`config.mk`:
```
export PLATFORM = sky130hd
export DESIGN_NAME = imusbc_csr
export DESIGN_NICKNAME = d
export VERILOG_FILES = /design/src/rtl/imusbc_pkg.sv /design/src/rtl/imusbc_csr.sv
export SDC_FILE = /design/constraint.sdc
export NUM_CORES = 1
export LEC_CHECK = 0
export ABC_AREA = 1
export ABC_CLOCK_PERIOD_IN_PS = 11900
export BUFFER_PORTS_ARGS = -buffer_cell sky130_fd_sc_hd__buf_2
export CORE_MARGIN = 4
export CORE_UTILIZATION = 54
export CTS_CLUSTER_SIZE = 10
export DETAILED_ROUTE_END_ITERATION = 10
export GPL_TIMING_DRIVEN = 0
export PLACE_DENSITY = 0.73
export SLEW_MARGIN = 20
export SYNTH_ARGS = -nofsm -noshare
export SYNTH_HDL_FRONTEND = slang
export SYNTH_SLANG_ARGS = --single-unit
```
`constraint.sdc`:
```
create_clock -name clock -period 11.9 [get_ports clock]
set_clock_uncertainty 0.15 [all_clocks]
set_input_delay 0.595 -clock clock [delete_from_list [all_inputs] [get_ports clock]]
set_output_delay 0.595 -clock clock [all_outputs]
set_load 0.05 [all_outputs]
```
`src/rtl/imusbc_pkg.sv`:
```
// ----------------------------------------------------------------------------
// imusbc_pkg
// Shared types, codes and constants for the IMU still-bias calibrator.
// ----------------------------------------------------------------------------
package imusbc_pkg;

   // Default module parameters
   localparam int ZERO_SAMPLES_DEF = 64;
   localparam int SAMPLE_BITS_DEF  = 16;

   // Fixed field widths
   localparam int CFG_W     = 15;
   localparam int SQ_W      = 2 * CFG_W;
   localparam int STREAK_W  = 8;
   localparam int TEMP_W    = 16;
   localparam int OP_W      = 2;
   localparam int STATUS_W  = 2;
   localparam int CSR_IDX_W = 3;

   localparam logic [STREAK_W-1:0] STREAK_MAX = {STREAK_W{1'b1}};

   // Register reset values
   localparam logic [CFG_W-1:0]    MIN_NORM_RST    = CFG_W'(512);
   localparam logic [CFG_W-1:0]    MAX_NORM_RST    = CFG_W'(7680);
   localparam logic [CFG_W-1:0]    GYRO_LIMIT_RST  = CFG_W'(96);
   localparam logic [CFG_W-1:0]    ACCEL_DRIFT_RST = CFG_W'(128);
   localparam logic [STREAK_W-1:0] FAIL_LIMIT_RST  = STREAK_W'(5);

   // Operation codes of an input item
   typedef enum logic [OP_W-1:0] {
      OP_SAMPLE = 2'd0,
      OP_ZERO   = 2'd1,
      OP_ONLINE = 2'd2
   } op_type;

   // Sensor status codes
   typedef enum logic [STATUS_W-1:0] {
      ST_OFFLINE  = 2'd0,
      ST_INIT     = 2'd1,
      ST_HEALTHY  = 2'd2,
      ST_DEGRADED = 2'd3
   } status_type;

   // Configuration register indexes
   typedef enum logic [CSR_IDX_W-1:0] {
      CSR_MIN_NORM    = 3'd0,
      CSR_MAX_NORM    = 3'd1,
      CSR_GYRO_LIMIT  = 3'd2,
      CSR_ACCEL_DRIFT = 3'd3,
      CSR_FAIL_LIMIT  = 3'd4
   } csr_idx_type;

   // Limits as seen by the datapath (squares already formed)
   typedef struct packed {
      logic [SQ_W-1:0]     min_norm_sq;
      logic [SQ_W-1:0]     max_norm_sq;
      logic [CFG_W-1:0]    gyro_limit;
      logic [SQ_W-1:0]     drift_sq;
      logic [STREAK_W-1:0] fail_limit;
   } limits_type;

   // Control part of a captured item
   typedef struct packed {
      op_type op;
      logic   sample_ok;
   } item_ctrl_type;

endpackage

```
`src/rtl/imusbc_csr.sv`:
```
// ----------------------------------------------------------------------------
// imusbc_csr
// Configuration registers and the squared limits derived from them.
// ----------------------------------------------------------------------------
module imusbc_csr (
   input  logic                                clock,
   input  logic                                reset,
   input  logic                                csr_write_enable,
   input  logic [imusbc_pkg::CSR_IDX_W-1:0]    csr_index,
   input  logic [imusbc_pkg::CFG_W-1:0]        csr_write_data,
   output imusbc_pkg::limits_type              limits
);

   logic [imusbc_pkg::CFG_W-1:0]    min_norm_ff, min_norm_in;
   logic [imusbc_pkg::CFG_W-1:0]    max_norm_ff, max_norm_in;
   logic [imusbc_pkg::CFG_W-1:0]    gyro_limit_ff, gyro_limit_in;
   logic [imusbc_pkg::CFG_W-1:0]    accel_drift_ff, accel_drift_in;
   logic [imusbc_pkg::STREAK_W-1:0] fail_limit_ff, fail_limit_in;

   // Decode the register write
   always_comb begin
      min_norm_in    = min_norm_ff;
      max_norm_in    = max_norm_ff;
      gyro_limit_in  = gyro_limit_ff;
      accel_drift_in = accel_drift_ff;
      fail_limit_in  = fail_limit_ff;
      if (csr_write_enable) begin
         case (imusbc_pkg::csr_idx_type'(csr_index))
            imusbc_pkg::CSR_MIN_NORM:    min_norm_in    = csr_write_data;
            imusbc_pkg::CSR_MAX_NORM:    max_norm_in    = csr_write_data;
            imusbc_pkg::CSR_GYRO_LIMIT:  gyro_limit_in  = csr_write_data;
            imusbc_pkg::CSR_ACCEL_DRIFT: accel_drift_in = csr_write_data;
            imusbc_pkg::CSR_FAIL_LIMIT:
               fail_limit_in = csr_write_data[imusbc_pkg::STREAK_W-1:0];
            default: ;
         endcase
      end
   end

   always_ff @(posedge clock) begin
      if (reset) begin
         min_norm_ff    <= imusbc_pkg::MIN_NORM_RST;
         max_norm_ff    <= imusbc_pkg::MAX_NORM_RST;
         gyro_limit_ff  <= imusbc_pkg::GYRO_LIMIT_RST;
         accel_drift_ff <= imusbc_pkg::ACCEL_DRIFT_RST;
         fail_limit_ff  <= imusbc_pkg::FAIL_LIMIT_RST;
      end else begin
         min_norm_ff    <= min_norm_in;
         max_norm_ff    <= max_norm_in;
         gyro_limit_ff  <= gyro_limit_in;
         accel_drift_ff <= accel_drift_in;
         fail_limit_ff  <= fail_limit_in;
      end
   end

   // Square the distance limits
   always_comb begin
      limits.min_norm_sq = imusbc_pkg::SQ_W'(min_norm_ff) * imusbc_pkg::SQ_W'(min_norm_ff);
      limits.max_norm_sq = imusbc_pkg::SQ_W'(max_norm_ff) * imusbc_pkg::SQ_W'(max_norm_ff);
      limits.drift_sq    = imusbc_pkg::SQ_W'(accel_drift_ff)
                         * imusbc_pkg::SQ_W'(accel_drift_ff);
      limits.gyro_limit  = gyro_limit_ff;
      limits.fail_limit  = fail_limit_ff;
   end

endmodule

```
# [After elaboration in Yosys (flattened, before gate mapping)]
# Index checks and enable logic that the tools add are counted.
[word_totals] ff_bits=68 output_inout_bits=113 in_bits=21
[op_classes] mul=3 reduce_logical=6 n_eq_ne=4
[op_table] op="$mul 15x15->30" n=3
[op_table] op="$reduce_and 2->1" n=5
[op_table] op="$eq 3x2->1 const B" n=2
[op_table] op="$eq 3x1->1 const B" n=1
[op_table] op="$eq 3x3->1 const B" n=1
[op_table] op="$logic_not 3->1" n=1

# [Longest topological paths before layout]
# Gate-level depths: netlist of the first run.
[depth] word_depth=2 ltp_mapped=27 mapped_depth_nobuf=25

# [Least setup slack after synthesis of the first run]
# Ideal clock, no wire load.
[synth_path] path_type="register to output" from="register min_norm_ff[12] in the netlist's numbering" to="output limits[98] in the netlist's numbering" path_buffers=2 t_required_ns=11.155 path_slack_ns=5.483 path_stages_with_launch=20 t_arrival_ns=5.672 path_cell_list="dfxtp_1 clkbuf_1 clkbuf_1 nand2_1 fa_1 fa_1 inv_1 fa_1 fa_1 fa_1 inv_1 fa_1 inv_1 ha_1 nand2_1 nor2_2 nand2_1 nor2_1 nor2_1 xnor2_1"
[synth_rtl] item="start, declared" line_no="imusbc_csr.sv:14" rtl="logic [imusbc_pkg::CFG_W-1:0] min_norm_ff, min_norm_in;"
[synth_rtl] item="start signal, assigned" line_no="imusbc_csr.sv:42" rtl="min_norm_ff <= imusbc_pkg::MIN_NORM_RST;"
[synth_rtl] item="start signal, assigned" line_no="imusbc_csr.sv:48" rtl="min_norm_ff <= min_norm_in;"
[synth_rtl] item="end, declared" line_no="imusbc_csr.sv:11" rtl="output imusbc_pkg::limits_type limits"

==> results of run 1 <==
critical path, cell delays in order (launching register included):
cell and delay [ps]:
sky130_fd_sc_hd__dfxtp_1 620, sky130_fd_sc_hd__clkbuf_1 560, sky130_fd_sc_hd__nand2_1 170, sky130_fd_sc_hd__fa_1 520, sky130_fd_sc_hd__fa_1 500, sky130_fd_sc_hd__inv_1 50, sky130_fd_sc_hd__fa_1 490, sky130_fd_sc_hd__fa_1 520
sky130_fd_sc_hd__fa_1 500, sky130_fd_sc_hd__inv_1 50, sky130_fd_sc_hd__fa_1 480, sky130_fd_sc_hd__inv_1 50, sky130_fd_sc_hd__ha_1 390, sky130_fd_sc_hd__nand2_1 150, sky130_fd_sc_hd__nor2_1 290, sky130_fd_sc_hd__nand3_1 120
sky130_fd_sc_hd__nand3_1 270, sky130_fd_sc_hd__nand3_1 140, sky130_fd_sc_hd__nand2_1 80, sky130_fd_sc_hd__nand2_1 50, sky130_fd_sc_hd__nand2_1 50, sky130_fd_sc_hd__buf_2 250
cells in the mapped netlist, drive strengths merged:
| master | n | share of area |
|---|---|---|
| inv | 927 | 0.15 |
| fa | 406 | 0.35 |
| xor2 | 52 | 0.020 |
| o21bai | 18 | 0.0059 |
| nand2 | 802 | 0.13 |
| dfxtp | 68 | 0.059 |
| a21o | 2 | 0.00065 |
| nand3 | 90 | 0.020 |
| clkbuf | 59 | 0.0097 |
| or2 | 8 | 0.0022 |
| nand4 | 23 | 0.0063 |
| a21oi | 83 | 0.018 |
| nand3b | 2 | 0.00065 |
| buf | 15 | 0.0043 |
| xnor2 | 25 | 0.0095 |
| nor3 | 7 | 0.0020 |
| o211ai | 8 | 0.0026 |
| and2 | 11 | 0.0030 |
| nor2 | 170 | 0.032 |
| ha | 281 | 0.15 |
| conb | 1 | 0.00016 |
| o21ai | 69 | 0.015 |
final timing paths:
kind / startpoint / endpoint / cells after the start
worst max-delay path: accel_drift_ff[8] / limits[28] / 21
worst min-delay path: gyro_limit_ff[6] / gyro_limit_ff[6] / 2
worst max register to register: accel_drift_ff[12] / accel_drift_ff[12] / 3
worst min register to register: gyro_limit_ff[6] / gyro_limit_ff[6] / 2
routing by layer:
layer,up-vias,track usage,routed length [µm]
met1,9391,0.3272,23650
met3,128,0.04733,4218
li1,9352,-,-
met5,-,0,0
met4,0,0.08191,1921
met2,687,0.4702,29560
cells in the final DEF, fill, tap and decap left out, types with 5 or more instances in the layout:
master                      count
sky130_fd_sc_hd__nor3_1         5
sky130_fd_sc_hd__nor2_2        27
sky130_fd_sc_hd__buf_2        137
sky130_fd_sc_hd__clkbuf_1      58
sky130_fd_sc_hd__ha_1         281
sky130_fd_sc_hd__and2_1        11
sky130_fd_sc_hd__xnor2_1       25
sky130_fd_sc_hd__nor2_1       140
sky130_fd_sc_hd__a21oi_1       83
sky130_fd_sc_hd__o21bai_1      18
sky130_fd_sc_hd__xor2_1        52
sky130_fd_sc_hd__o211ai_1       8
sky130_fd_sc_hd__inv_1        923
sky130_fd_sc_hd__nand2_1      788
sky130_fd_sc_hd__nand4_1       23
sky130_fd_sc_hd__nand3_1       86
sky130_fd_sc_hd__fa_1         406
sky130_fd_sc_hd__nand2_2       14
sky130_fd_sc_hd__dfxtp_1       68
sky130_fd_sc_hd__clkbuf_16      9
sky130_fd_sc_hd__o21ai_0       68
sky130_fd_sc_hd__buf_4          7
sky130_fd_sc_hd__or2_2          7
cells by family (layout without fill, tap and decap cells):
family	count (synthesis)	after routing	share of synthesized area
other cells	1	6	0.0001629
flops	68	68	0.05913
simple gates	1113	1113	0.1984
fa+ha+maj	687	687	0.5058
buf+inv	1001	1147	0.1651
xor+xnor	77	77	0.02929
compound gates	180	180	0.04217
registers in the layout, summed over array words and instances, names as in the netlist:
signal,cells
fail_limit_ff,8
gyro_limit_ff,15
min_norm_ff,15
max_norm_ff,15
accel_drift_ff,15
metrics by stage:
stage,area [µm²],utilization,std cells,setup WS [ps]
2_1_floorplan,23030,-,3129,5483
3_3_place_gp,24350,0.5793,3798,4989
3_5_place_dp,24350,0.5793,3798,4927
4_1_cts,24630,0.5860,3814,4525
5_1_grt,24640,0.5861,3817,4295
6_report,24640,0.5861,3817,4499
layout make-up:
| cell class | count | share of cell area |
|---|---|---|
| antenna | 3 | 0.0003047 |
| buffer | 74 | 0.01305 |
| clock buffer | 10 | 0.009698 |
| clock inverter | 6 | 0.001625 |
| inverter | 927 | 0.1412 |
| multi-input combinational | 2060 | 0.7251 |
| sequential | 68 | 0.05525 |
| tap | 539 | 0.02737 |
| timing repair buffer | 130 | 0.02640 |
power groups by stage:
stage                     combinational, mW  clock [mW]  sequential [mW]
after global placement                0.944           0            0.254
after global routing                   1.06       0.264            0.251
after CTS                             0.963       0.255            0.249
after detailed placement              0.952           0            0.254
after floorplan                       0.711           0            0.257
final                                 0.958       0.254            0.250
==> summary.json, run 1 <==
{
  "run_status": "finished clean",
  "worst-path-max-fanout": 10,
  "footprint_of_the_multi_input_gates_um2": 17870,
  "switching_power_mw": 0.8009,
  "timing.final.setup_violations": 0,
  "worst_skew_pair.late_latency_ps": 340,
  "synth.cell_area_um2": 23020,
  "number_of_nets_in_the_layout": 3978,
  "clock_sink_count": 68,
  "worstSetupPathType": "reg -> out",
  "cts_buffer_depth": 2,
  "timing.critical_path.arrival_ps": 6660,
  "ir_worst_vdd_mv": 0.1376,
  "drt-pass1-iter-count": 6,
  "route.vias.total": 19558,
  "cts_hold_repair.buffers": 0,
  "globalRoute.totalOverflow": 0,
  "avgViaCountPerCell": 5.124,
  "average_cell_area_after_synthesis_um2": 7.362,
  "fp.dieH_um": 214.5,
  "start_util": 0.5476,
  "hold_viol": 0,
  "yosysSeqAreaShare": 0.05913,
  "critPathLaunchType": "register",
  "clock-root-buffer": "sky130_fd_sc_hd__clkbuf_16",
  "first_global_vias": 20787,
  "clk_transition_reported_paths_ps": 60,
  "post_cts.resized_instances": 0,
  "ys.warnings.count": 0,
  "postRouteWirelength_mm": 59.35,
  "ctsHtreeMaxLevel": 3,
  "synth_seq_cells": 68,
  "leakagePower_nw": 15.85,
  "detail_route.drc_violations": 0,
  "rsz0062_at_grt": "no",
  "power.combinational.fraction": 0.655,
  "routed_antenna_nets": 0,
  "cap_violations": 0,
  "synth.lib_cells_used.distinct": 33,
  "critPathCaptureType": "output port",
  "syn_to_final_growth_pct": 7.032,
  "worstMarginPinSlew_ps": 808.6,
  "clock.fmax_mhz": 135.1,
  "initial_antenna_violation_count": 3,
  "r2r_setup_slack_ps": 10480,
  "fp.dieArea_um2": 46000,
  "core-area_um2": 42040,
  "swShare": 0.5481,
  "gr-usage-all-layers": 0.2640,
  "detailedPlacementHpwl_mm": 52.08,
  "clockPowerShare": 0.173,
  "drive_gt1_frac": 0.06809,
  "slew-limit-headroom": 0.4609,
  "period_needed_ps": 7401,
  "sequentialPowerShare": 0.171,
  "drtIter0Drc": 1197,
  "min_period_over_period": 0.6219,
  "port_buffers": 130,
  "rows": 75,
  "grt_max_degree": 13,
  "final-seq-area_um2": 1361,
  "fillCellCount": 3943,
  "cts-buffers-inserted": 9,
  "internal-power_mw": 0.6603,
  "cts_tree": "yes",
  "post_cts_setup_buffer_count": 0,
  "fin_setup_tns_ps": 0,
  "worst-endpoint-required_ps": 11160,
  "floorplan.io_pins": 134,
  "cellPowerDensity_nw_per_um2": 59.30,
  "timing.hold.ws_ps": 320.2,
  "post_drt_wl_per_cell_um": 15.55,
  "total_power_mw": 1.461,
  "post_synth_inst_count": 3127,
  "worst_hold_path_type": "reg -> reg",
  "maxSlewViolCount": 0,
  "grt_pass1_wl_mm": 100.4,
  "gpl_wtd_cong": 0.9590,
  "die_w_um": 214.5
}
Power figures use the tool's default switching activity.
==> run 2, diff against run 1 <==
ABC_CLOCK_PERIOD_IN_PS = 6990   (was 11900)
clock period = 6.99 ns   (was 11.9 ns; I/O delays follow)
==> run 2 against run 1 <==
Clock power increased by 70%. Critical path depth is 6 higher. Critical path type unchanged. First-iteration DRC count decreased by 3.4%. Die area unchanged. Hold slack lost 190 ps. Flip-flop and latch count did not move. Largest power group unchanged. Combinational power increased by 70%.
==> summary.json, run 2 (same netlist as run 1, synthesis figures left out) <==
{
  "run_status": {"value": "finished clean", "change": "unchanged"},
  "timing.hold.worst_endpoint": {"value": "accel_drift_ff[7]", "change": "was gyro_limit_ff[6]"},
  "hold_path_depth": {"value": 3, "change": "was 2"},
  "start_util": {"value": 0.5476, "change": "unchanged"},
  "worst-endpoint-required": {"value": 6490, "unit": "ps", "change": "was 11160 ps"},
  "floorplan.io_pins": {"value": 134, "change": "unchanged"},
  "worst-path-max-fanout": {"value": 10, "change": "unchanged"},
  "leakagePower": {"value": 15.99, "unit": "nW", "change": "was 15.85 nW"},
  "gr-usage-all-layers": {"value": 0.2638, "change": "was 0.2640"},
  "detail_route.drc_violations": {"value": 0, "change": "unchanged"},
  "detailedPlacementHpwl": {"value": 52.08, "unit": "mm", "change": "unchanged"},
  "number_of_nets_in_the_layout": {"value": 3975, "change": "was 3978"},
  "clk_transition_reported_paths": {"value": 60, "unit": "ps", "change": "about the same"},
  "port_buffers": {"value": 130, "change": "unchanged"},
  "core-area": {"value": 42040, "unit": "µm²", "change": "unchanged"},
  "cellPowerDensity": {"value": 100.9, "unit": "nW/µm²", "change": "was 59.30 nW/µm²"},
  "timing.critical_path.arrival": {"value": 6290, "unit": "ps", "change": "was 6660 ps"},
  "worstSetupPathType": {"value": "reg -> out", "change": "unchanged"},
  "critPathCaptureType": {"value": "output port", "change": "unchanged"},
  "route.vias.total": {"value": 19529, "change": "was 19558"},
  "cts_buffer_depth": {"value": 2, "change": "unchanged"},
  "die_w": {"value": 214.5, "unit": "µm", "change": "unchanged"},
  "worst_skew_pair.late_latency": {"value": 350, "unit": "ps", "change": "was 340 ps"},
  "cp_top_family": {"value": "adder cells", "change": "unchanged"},
  "crit_top_cell": {"value": "sky130_fd_sc_hd__inv_1", "change": "was sky130_fd_sc_hd__fa_1"},
  "post_drt_wl_per_cell": {"value": 15.56, "unit": "µm", "change": "was 15.55 µm"},
  "layout_common_cells": {"value": "sky130_fd_sc_hd__inv_1 (923), sky130_fd_sc_hd__nand2_1 (788), sky130_fd_sc_hd__fa_1 (406), sky130_fd_sc_hd__ha_1 (281), sky130_fd_sc_hd__nor2_1 (139)", "change": "was sky130_fd_sc_hd__inv_1 (923), sky130_fd_sc_hd__nand2_1 (788), sky130_fd_sc_hd__fa_1 (406), sky130_fd_sc_hd__ha_1 (281), sky130_fd_sc_hd__nor2_1 (140)"},
  "timing.hold.worst.start": {"value": "reset", "change": "was gyro_limit_ff[6]"},
  "worst_r2r_path_depth": {"value": 2, "change": "was 3"},
  "ir_worst_vdd": {"value": 0.2345, "unit": "mV", "change": "was 0.1376 mV"},
  "globalRoute.totalOverflow": {"value": 0, "change": "unchanged"},
  "max_stage_delay_cell_worst_path": {"value": "sky130_fd_sc_hd__fa_1", "change": "was sky130_fd_sc_hd__dfxtp_1"},
  "hold_viol": {"value": 0, "change": "unchanged"},
  "period_needed_ps": 6786,
  "critical-path-max-stage-delay": {"value": 530, "unit": "ps", "change": "was 620 ps"},
  "cts_tree": {"value": "yes", "change": "unchanged"},
  "worst_reg2reg_startpoint": {"value": "accel_drift_ff[0]", "change": "was accel_drift_ff[12]"},
  "r2r_setup_slack": {"value": 5700, "unit": "ps", "change": "was 10480 ps"},
  "clock-root-buffer": {"value": "sky130_fd_sc_hd__clkbuf_16", "change": "unchanged"},
  "clock.fmax_mhz": 147.4,
  "rows": {"value": 75, "change": "unchanged"},
  "timing.final.setup_violations": {"value": 0, "change": "unchanged"},
  "drtIter0Drc": {"value": 1156, "change": "was 1197"},
  "grt_max_degree": {"value": 18, "change": "was 13"},
  "cap_violations": {"value": 0, "change": "unchanged"},
  "slew-limit-headroom": {"value": 0.4312, "change": "was 0.4609"},
  "critical_path_buf_inv_count": {"value": 11, "change": "was 5"},
  "worstReg2RegEnd": {"value": "accel_drift_ff[0]", "change": "was accel_drift_ff[12]"},
  "first_global_vias": {"value": 20781, "change": "was 20787"},
  "drt-pass1-iter-count": {"value": 5, "change": "was 6"},
  "ctsHtreeMaxLevel": {"value": 3, "change": "unchanged"},
  "clock_sink_count": {"value": 68, "change": "unchanged"},
  "min_period_over_period": 0.9709,
  "routed_antenna_nets": {"value": 0, "change": "unchanged"},
  "initial_antenna_violation_count": {"value": 3, "change": "unchanged"},
  "cts-buffers-inserted": {"value": 9, "change": "unchanged"},
  "fp.dieArea": {"value": 46000, "unit": "µm²", "change": "unchanged"},
  "worstMarginPinSlew": {"value": 853.3, "unit": "ps", "change": "was 808.6 ps"},
  "grt_pass1_wl": {"value": 100.3, "unit": "mm", "change": "was 100.4 mm"},
  "fp.dieH": {"value": 214.5, "unit": "µm", "change": "unchanged"},
  "total_power": {"value": 2.492, "unit": "mW", "change": "was 1.461 mW"},
  "fin_setup_tns": {"value": 0, "unit": "ps", "change": "unchanged"},
  "worst_hold_path_type": {"value": "in -> reg", "change": "was reg -> reg"},
  "most_frequent_standard_cell_in_the_layout_excluding_fill_and_tap_cells": {"value": "sky130_fd_sc_hd__inv_1", "change": "unchanged"},
  "maxSlewViolCount": {"value": 0, "change": "unchanged"},
  "post-route-util": {"value": 0.5875, "change": "was 0.5861"},
  "gpl_wtd_cong": {"value": 0.9590, "change": "unchanged"},
  "avgViaCountPerCell": {"value": 5.119, "change": "was 5.124"},
  "postRouteWirelength": {"value": 59.37, "unit": "mm", "change": "was 59.35 mm"},
  "syn_to_final_growth": {"value": 7.283, "unit": "%", "change": "was 7.032%"},
  "drive_gt1_frac": {"value": 0.08160, "change": "was 0.06809"},
  "critPathLaunchType": {"value": "register", "change": "unchanged"}
}
-- run 2: changes by cell type in the layout (fill, tap and decap cells not counted) --
cell | before | now
sky130_fd_sc_hd__buf_2 | 137 | 135
sky130_fd_sc_hd__buf_4 | 7 | 8
sky130_fd_sc_hd__clkbuf_1 | 58 | 14
sky130_fd_sc_hd__clkbuf_2 | 1 | 40
sky130_fd_sc_hd__clkbuf_4 | 0 | 3
sky130_fd_sc_hd__dfxtp_1 | 68 | 66
sky130_fd_sc_hd__dfxtp_2 | 0 | 2
sky130_fd_sc_hd__diode_2 | 3 | 4
sky130_fd_sc_hd__nor2_1 | 140 | 139
sky130_fd_sc_hd__nor2_2 | 27 | 28
-- run 2: area by class of cell --
cell class / instances / area [µm²]
antenna: 4 / 10.01
multi-input combinational: 2060 / 17870
clock buffer: 10 / 239.0
buffer: 71 / 364.1
inverter: 927 / 3480
fill: 3943 / 17340
tap: 539 / 674.4
sequential: 68 / 1364
clock inverter: 6 / 40.04
timing repair buffer: 130 / 658.1
-- run 2: timing repair --
action                                  4_1_cts  5_1_grt
hold buffers                                  0        0
buffers inserted                              0        0
endpoints found under the setup margin        4       51
endpoints found under the hold margin         0        0
cloned                                        0        0
gates resized for setup                       8       77
-- run 2: where the power goes --
part | switching (mW) | internal [mW] | leakage, nW
registers | 0.0262 | 0.402 | 0.554
logic | 1.16 | 0.476 | 15.3
clock network | 0.184 | 0.249 | 0.138
-- run 2: metrics by stage --
stage / instances / setup slack, ps / area (µm²) / hold slack (ps)
2_1_floorplan: 3129 / 818.9 / 23030 / 299.2
3_3_place_gp: 3798 / 325.0 / 24350 / 299.1
3_5_place_dp: 3798 / 262.6 / 24350 / 315.5
4_1_cts: 3813 / 60.53 / 24640 / 108.1
5_1_grt: 3814 / -1.126 / 24700 / 144.8
6_report: 3815 / 203.5 / 24700 / 127.7
-- run 2: worst max-delay path by stage --
stage                  startpoint          to  cells past startpoint
3_3_place_gp    accel_drift_ff[8]  limits[36]                     21
6_report        accel_drift_ff[4]  limits[28]                     27
2_1_floorplan     min_norm_ff[12]  limits[98]                     19
3_5_place_dp   accel_drift_ff[10]  limits[28]                     21
4_1_cts        accel_drift_ff[10]  limits[28]                     27
5_1_grt         accel_drift_ff[0]  limits[34]                     20
-- run 2: worst register-to-register path, stage by stage, from the launching register on --
cell and delay [ps]:
sky130_fd_sc_hd__dfxtp_1 780, sky130_fd_sc_hd__o21ai_0 190, sky130_fd_sc_hd__nor2_1 120
-- run 2: per-layer routing --
layer  GRT usage  vias to the layer above  part of all wire
li1            -                     9353                 -
met2      0.4694                      660              0.50
met3     0.04719                      123             0.073
met5           0                        -                 0
met1      0.3271                     9393              0.40
met4     0.08213                        0             0.032
==> run 3, diff against run 2 <==
CORE_ASPECT_RATIO = 0.5   (was default)
==> run 3 against run 2 <==
Global-route usage is 1.7 points lower. Core utilization is 0.18 points higher. Cell area is 0.31% higher. Register-to-register slack better by 20 ps. Hold slack worse by 32 ps. Final cell count is 0.89% higher. Combinational power hardly changed. Flip-flop and latch count stayed put. Sequential power hardly changed. Sequential share of layout area hardly changed. Total power is 3.2% higher.
==> summary.json, run 3 (same netlist as run 1, synthesis figures left out) <==
{
  "footprint_of_the_multi_input_gates": {"value": 17870, "unit": "µm²", "change": "about the same"},
  "syn_to_final_growth": {"value": 7.614, "unit": "%", "change": "was 7.283%"},
  "power.combinational.fraction": {"value": 0.634, "change": "was 0.654"},
  "maxSlewViolCount": {"value": 0, "change": "unchanged"},
  "sequentialPowerShare": {"value": 0.166, "change": "was 0.172"},
  "avgViaCountPerCell": {"value": 4.945, "change": "was 5.119"},
  "initial_antenna_violation_count": {"value": 0, "change": "was 3"},
  "cts_buffer_depth": {"value": 2, "change": "unchanged"},
  "most_frequent_standard_cell_in_the_layout_excluding_fill_and_tap_cells": {"value": "sky130_fd_sc_hd__inv_1", "change": "unchanged"},
  "worst-endpoint-required": {"value": 6490, "unit": "ps", "change": "about the same"},
  "start_util": {"value": 0.5476, "change": "about the same"},
  "hold_viol": {"value": 0, "change": "unchanged"},
  "floorplan.io_pins": {"value": 134, "change": "unchanged"},
  "cts_tree": {"value": "yes", "change": "unchanged"},
  "worst-path-max-fanout": {"value": 10, "change": "unchanged"},
  "core-area": {"value": 42040, "unit": "µm²", "change": "about the same"},
  "design_area": {"value": 24780, "unit": "µm²", "change": "was 24700 µm²"},
  "worstSetupPathType": {"value": "reg -> out", "change": "unchanged"},
  "detailedPlacementHpwl": {"value": 48.23, "unit": "mm", "change": "was 52.08 mm"},
  "ctsHtreeMaxLevel": {"value": 3, "change": "unchanged"},
  "drive_gt1_frac": {"value": 0.07732, "change": "was 0.08160"},
  "routed_antenna_nets": {"value": 0, "change": "unchanged"},
  "postRouteWirelength": {"value": 54.96, "unit": "mm", "change": "was 59.37 mm"},
  "fillCellCount": {"value": 3985, "change": "was 3943"},
  "globalRoute.totalOverflow": {"value": 0, "change": "unchanged"},
  "leakagePower": {"value": 15.98, "unit": "nW", "change": "was 15.99 nW"},
  "fp.dieH": {"value": 154.0, "unit": "µm", "change": "was 214.5 µm"},
  "ir_worst_vdd": {"value": 0.2487, "unit": "mV", "change": "was 0.2345 mV"},
  "final-seq-area": {"value": 1363, "unit": "µm²", "change": "was 1364 µm²"},
  "antenna_cells": {"value": 0, "change": "was 4"},
  "cts-buffers-inserted": {"value": 9, "change": "unchanged"},
  "rows": {"value": 53, "change": "was 75"},
  "cap_violations": {"value": 0, "change": "unchanged"},
  "critPathCaptureType": {"value": "output port", "change": "unchanged"},
  "gpl_wtd_cong": {"value": 0.9245, "change": "was 0.9590"},
  "fp.dieArea": {"value": 46200, "unit": "µm²", "change": "was 46000 µm²"},
  "run_status": {"value": "finished clean", "change": "unchanged"},
  "layout_common_cells": {"value": "sky130_fd_sc_hd__inv_1 (923), sky130_fd_sc_hd__nand2_1 (788), sky130_fd_sc_hd__fa_1 (406), sky130_fd_sc_hd__ha_1 (281), sky130_fd_sc_hd__nor2_1 (140)", "change": "was sky130_fd_sc_hd__inv_1 (923), sky130_fd_sc_hd__nand2_1 (788), sky130_fd_sc_hd__fa_1 (406), sky130_fd_sc_hd__ha_1 (281), sky130_fd_sc_hd__nor2_1 (139)"},
  "worst_skew_pair.late_latency": {"value": 330, "unit": "ps", "change": "was 350 ps"},
  "grt_max_degree": {"value": 12, "change": "was 18"},
  "clock.fmax": {"value": 148.0, "unit": "MHz", "change": "was 147.4 MHz"},
  "switching_power": {"value": 1.337, "unit": "mW", "change": "was 1.366 mW"},
  "min_period_over_period": {"value": 0.9664, "change": "was 0.9709"},
  "clock-root-buffer": {"value": "sky130_fd_sc_hd__clkbuf_16", "change": "unchanged"},
  "detail_route.drc_violations": {"value": 0, "change": "unchanged"},
  "internal-power": {"value": 1.235, "unit": "mW", "change": "was 1.127 mW"},
  "number_of_nets_in_the_layout": {"value": 3976, "change": "was 3975"},
  "post_drt_wl_per_cell": {"value": 14.28, "unit": "µm", "change": "was 15.56 µm"},
  "worst_hold_path_type": {"value": "in -> reg", "change": "unchanged"},
  "die_w": {"value": 300.0, "unit": "µm", "change": "was 214.5 µm"},
  "worstMarginPinSlew": {"value": 604.9, "unit": "ps", "change": "was 853.3 ps"},
  "swShare": {"value": 0.5200, "change": "was 0.5480"},
  "period_needed": {"value": 6755, "unit": "ps", "change": "was 6786 ps"},
  "timing.critical_path.arrival": {"value": 6260, "unit": "ps", "change": "was 6290 ps"},
  "dpl-instance-area": {"value": 24400, "unit": "µm²", "change": "was 24350 µm²"},
  "drt-pass1-iter-count": {"value": 5, "change": "unchanged"},
  "clockPowerShare": {"value": 0.201, "change": "was 0.174"},
  "slew-limit-headroom": {"value": 0.5967, "change": "was 0.4312"},
  "route.vias.total": {"value": 19032, "change": "was 19529"},
  "rsz0062_at_grt": "yes",
  "gr-usage-all-layers": {"value": 0.2468, "change": "was 0.2638"},
  "clock_sink_count": {"value": 68, "change": "unchanged"},
  "grt_pass1_wl": {"value": 93.99, "unit": "mm", "change": "was 100.3 mm"},
  "critPathLaunchType": {"value": "register", "change": "unchanged"},
  "timing.final.setup_violations": {"value": 0, "change": "unchanged"},
  "port_buffers": {"value": 130, "change": "unchanged"},
  "cellPowerDensity": {"value": 103.8, "unit": "nW/µm²", "change": "was 100.9 nW/µm²"},
  "clk_transition_reported_paths": {"value": 60, "unit": "ps", "change": "about the same"},
  "fin_setup_tns": {"value": 0, "unit": "ps", "change": "unchanged"},
  "drtIter0Drc": {"value": 1007, "change": "was 1156"},
  "first_global_vias": {"value": 19737, "change": "was 20781"},
  "post_cts_setup_buffer_count": {"value": 0, "change": "unchanged"}
}
==> run 3: cell types whose count changed in the layout (fill, tap and decap cells not counted), moves of 2 or more <==
cell and change:
sky130_fd_sc_hd__clkinv_4 -2, sky130_fd_sc_hd__clkinv_2 -3, sky130_fd_sc_hd__clkbuf_4 -3, sky130_fd_sc_hd__clkbuf_1 +12, sky130_fd_sc_hd__buf_2 +2, sky130_fd_sc_hd__diode_2 -4, sky130_fd_sc_hd__bufinv_16 +3, sky130_fd_sc_hd__clkbuf_2 -8
==> run 3: area by class of cell <==
cell class              count  share of cell area
flip-flops and latches     68             0.05500
clock inverters             4            0.003939
clock buffers              11            0.009797
repair buffers            130             0.02626
plain buffers              72             0.01424
inverters                 927              0.1404
multi-input cells        2060              0.7212
well taps                 577             0.02914
==> run 3: power by group through the flow <==
stage	Clock [mW]	Sequential (mW)	Combinational (mW)
after floorplan	0	0.438	1.21
after global placement	0	0.433	1.61
after detailed placement	0	0.433	1.63
after CTS	0.522	0.425	1.64
after global routing	0.538	0.427	1.79
final	0.516	0.426	1.63
==> run 3: per-layer routing <==
metal,GRT usage,vias to the layer above,wire length [µm]
met2,0.4333,564,26540
met5,0,-,0
met4,0.07154,0,1542
li1,-,9336,-
met3,0.02709,101,3001
met1,0.3252,9031,23880
==> run 3: worst max-delay path, cell delays in order (launching register included) <==
cell                       delay [ps]
sky130_fd_sc_hd__dfxtp_1          490
sky130_fd_sc_hd__clkbuf_1         520
sky130_fd_sc_hd__nand2_1          170
sky130_fd_sc_hd__fa_1             560
sky130_fd_sc_hd__fa_1             550
sky130_fd_sc_hd__inv_1             50
sky130_fd_sc_hd__fa_1             490
sky130_fd_sc_hd__fa_1             510
sky130_fd_sc_hd__fa_1             500
sky130_fd_sc_hd__inv_1             50
sky130_fd_sc_hd__fa_1             490
sky130_fd_sc_hd__inv_1             50
sky130_fd_sc_hd__ha_1             380
sky130_fd_sc_hd__nand2_1          140
sky130_fd_sc_hd__nor2_2           210
sky130_fd_sc_hd__nand2_1           80
sky130_fd_sc_hd__nor2_1            90
sky130_fd_sc_hd__nand2_1          100
sky130_fd_sc_hd__nand3_1          100
sky130_fd_sc_hd__nand2_1           50
sky130_fd_sc_hd__nand2_1           70
sky130_fd_sc_hd__buf_2            260
==> run 3: through the flow <==
step,power [mW],cells,hold slack (ps),worst slack (ps),utilization
after floorplan,1.648,3129,299.2,818.9,-
after global placement,2.041,3836,299.2,395.6,0.5804
after detailed placement,2.059,3836,295.4,333.2,0.5804
after CTS,2.586,3851,87.13,8.924,0.5885
after global routing,2.759,3849,123.1,-10.74,0.5893
final,2.572,3849,96.06,235.0,0.5893
==> run 3: path summary, 6_finish.rpt <==
path | from | slack [ps] | cells past startpoint | end
hold / removal | reset | 100 | 3 | accel_drift_ff[7]
setup reg to reg | accel_drift_ff[12] | 5720 | 3 | accel_drift_ff[12]
setup / recovery | max_norm_ff[13] | 230 | 21 | limits[80]
hold reg to reg | gyro_limit_ff[6] | 310 | 2 | gyro_limit_ff[6]
==> run 3: timing repair <==
| item | 4_1_cts | 5_1_grt |
|---|---|---|
| gates cloned | 0 | 0 |
| resized for setup | 1 | 63 |
| endpoints found under the setup margin | 4 | 52 |
| hold buffers | 0 | 0 |
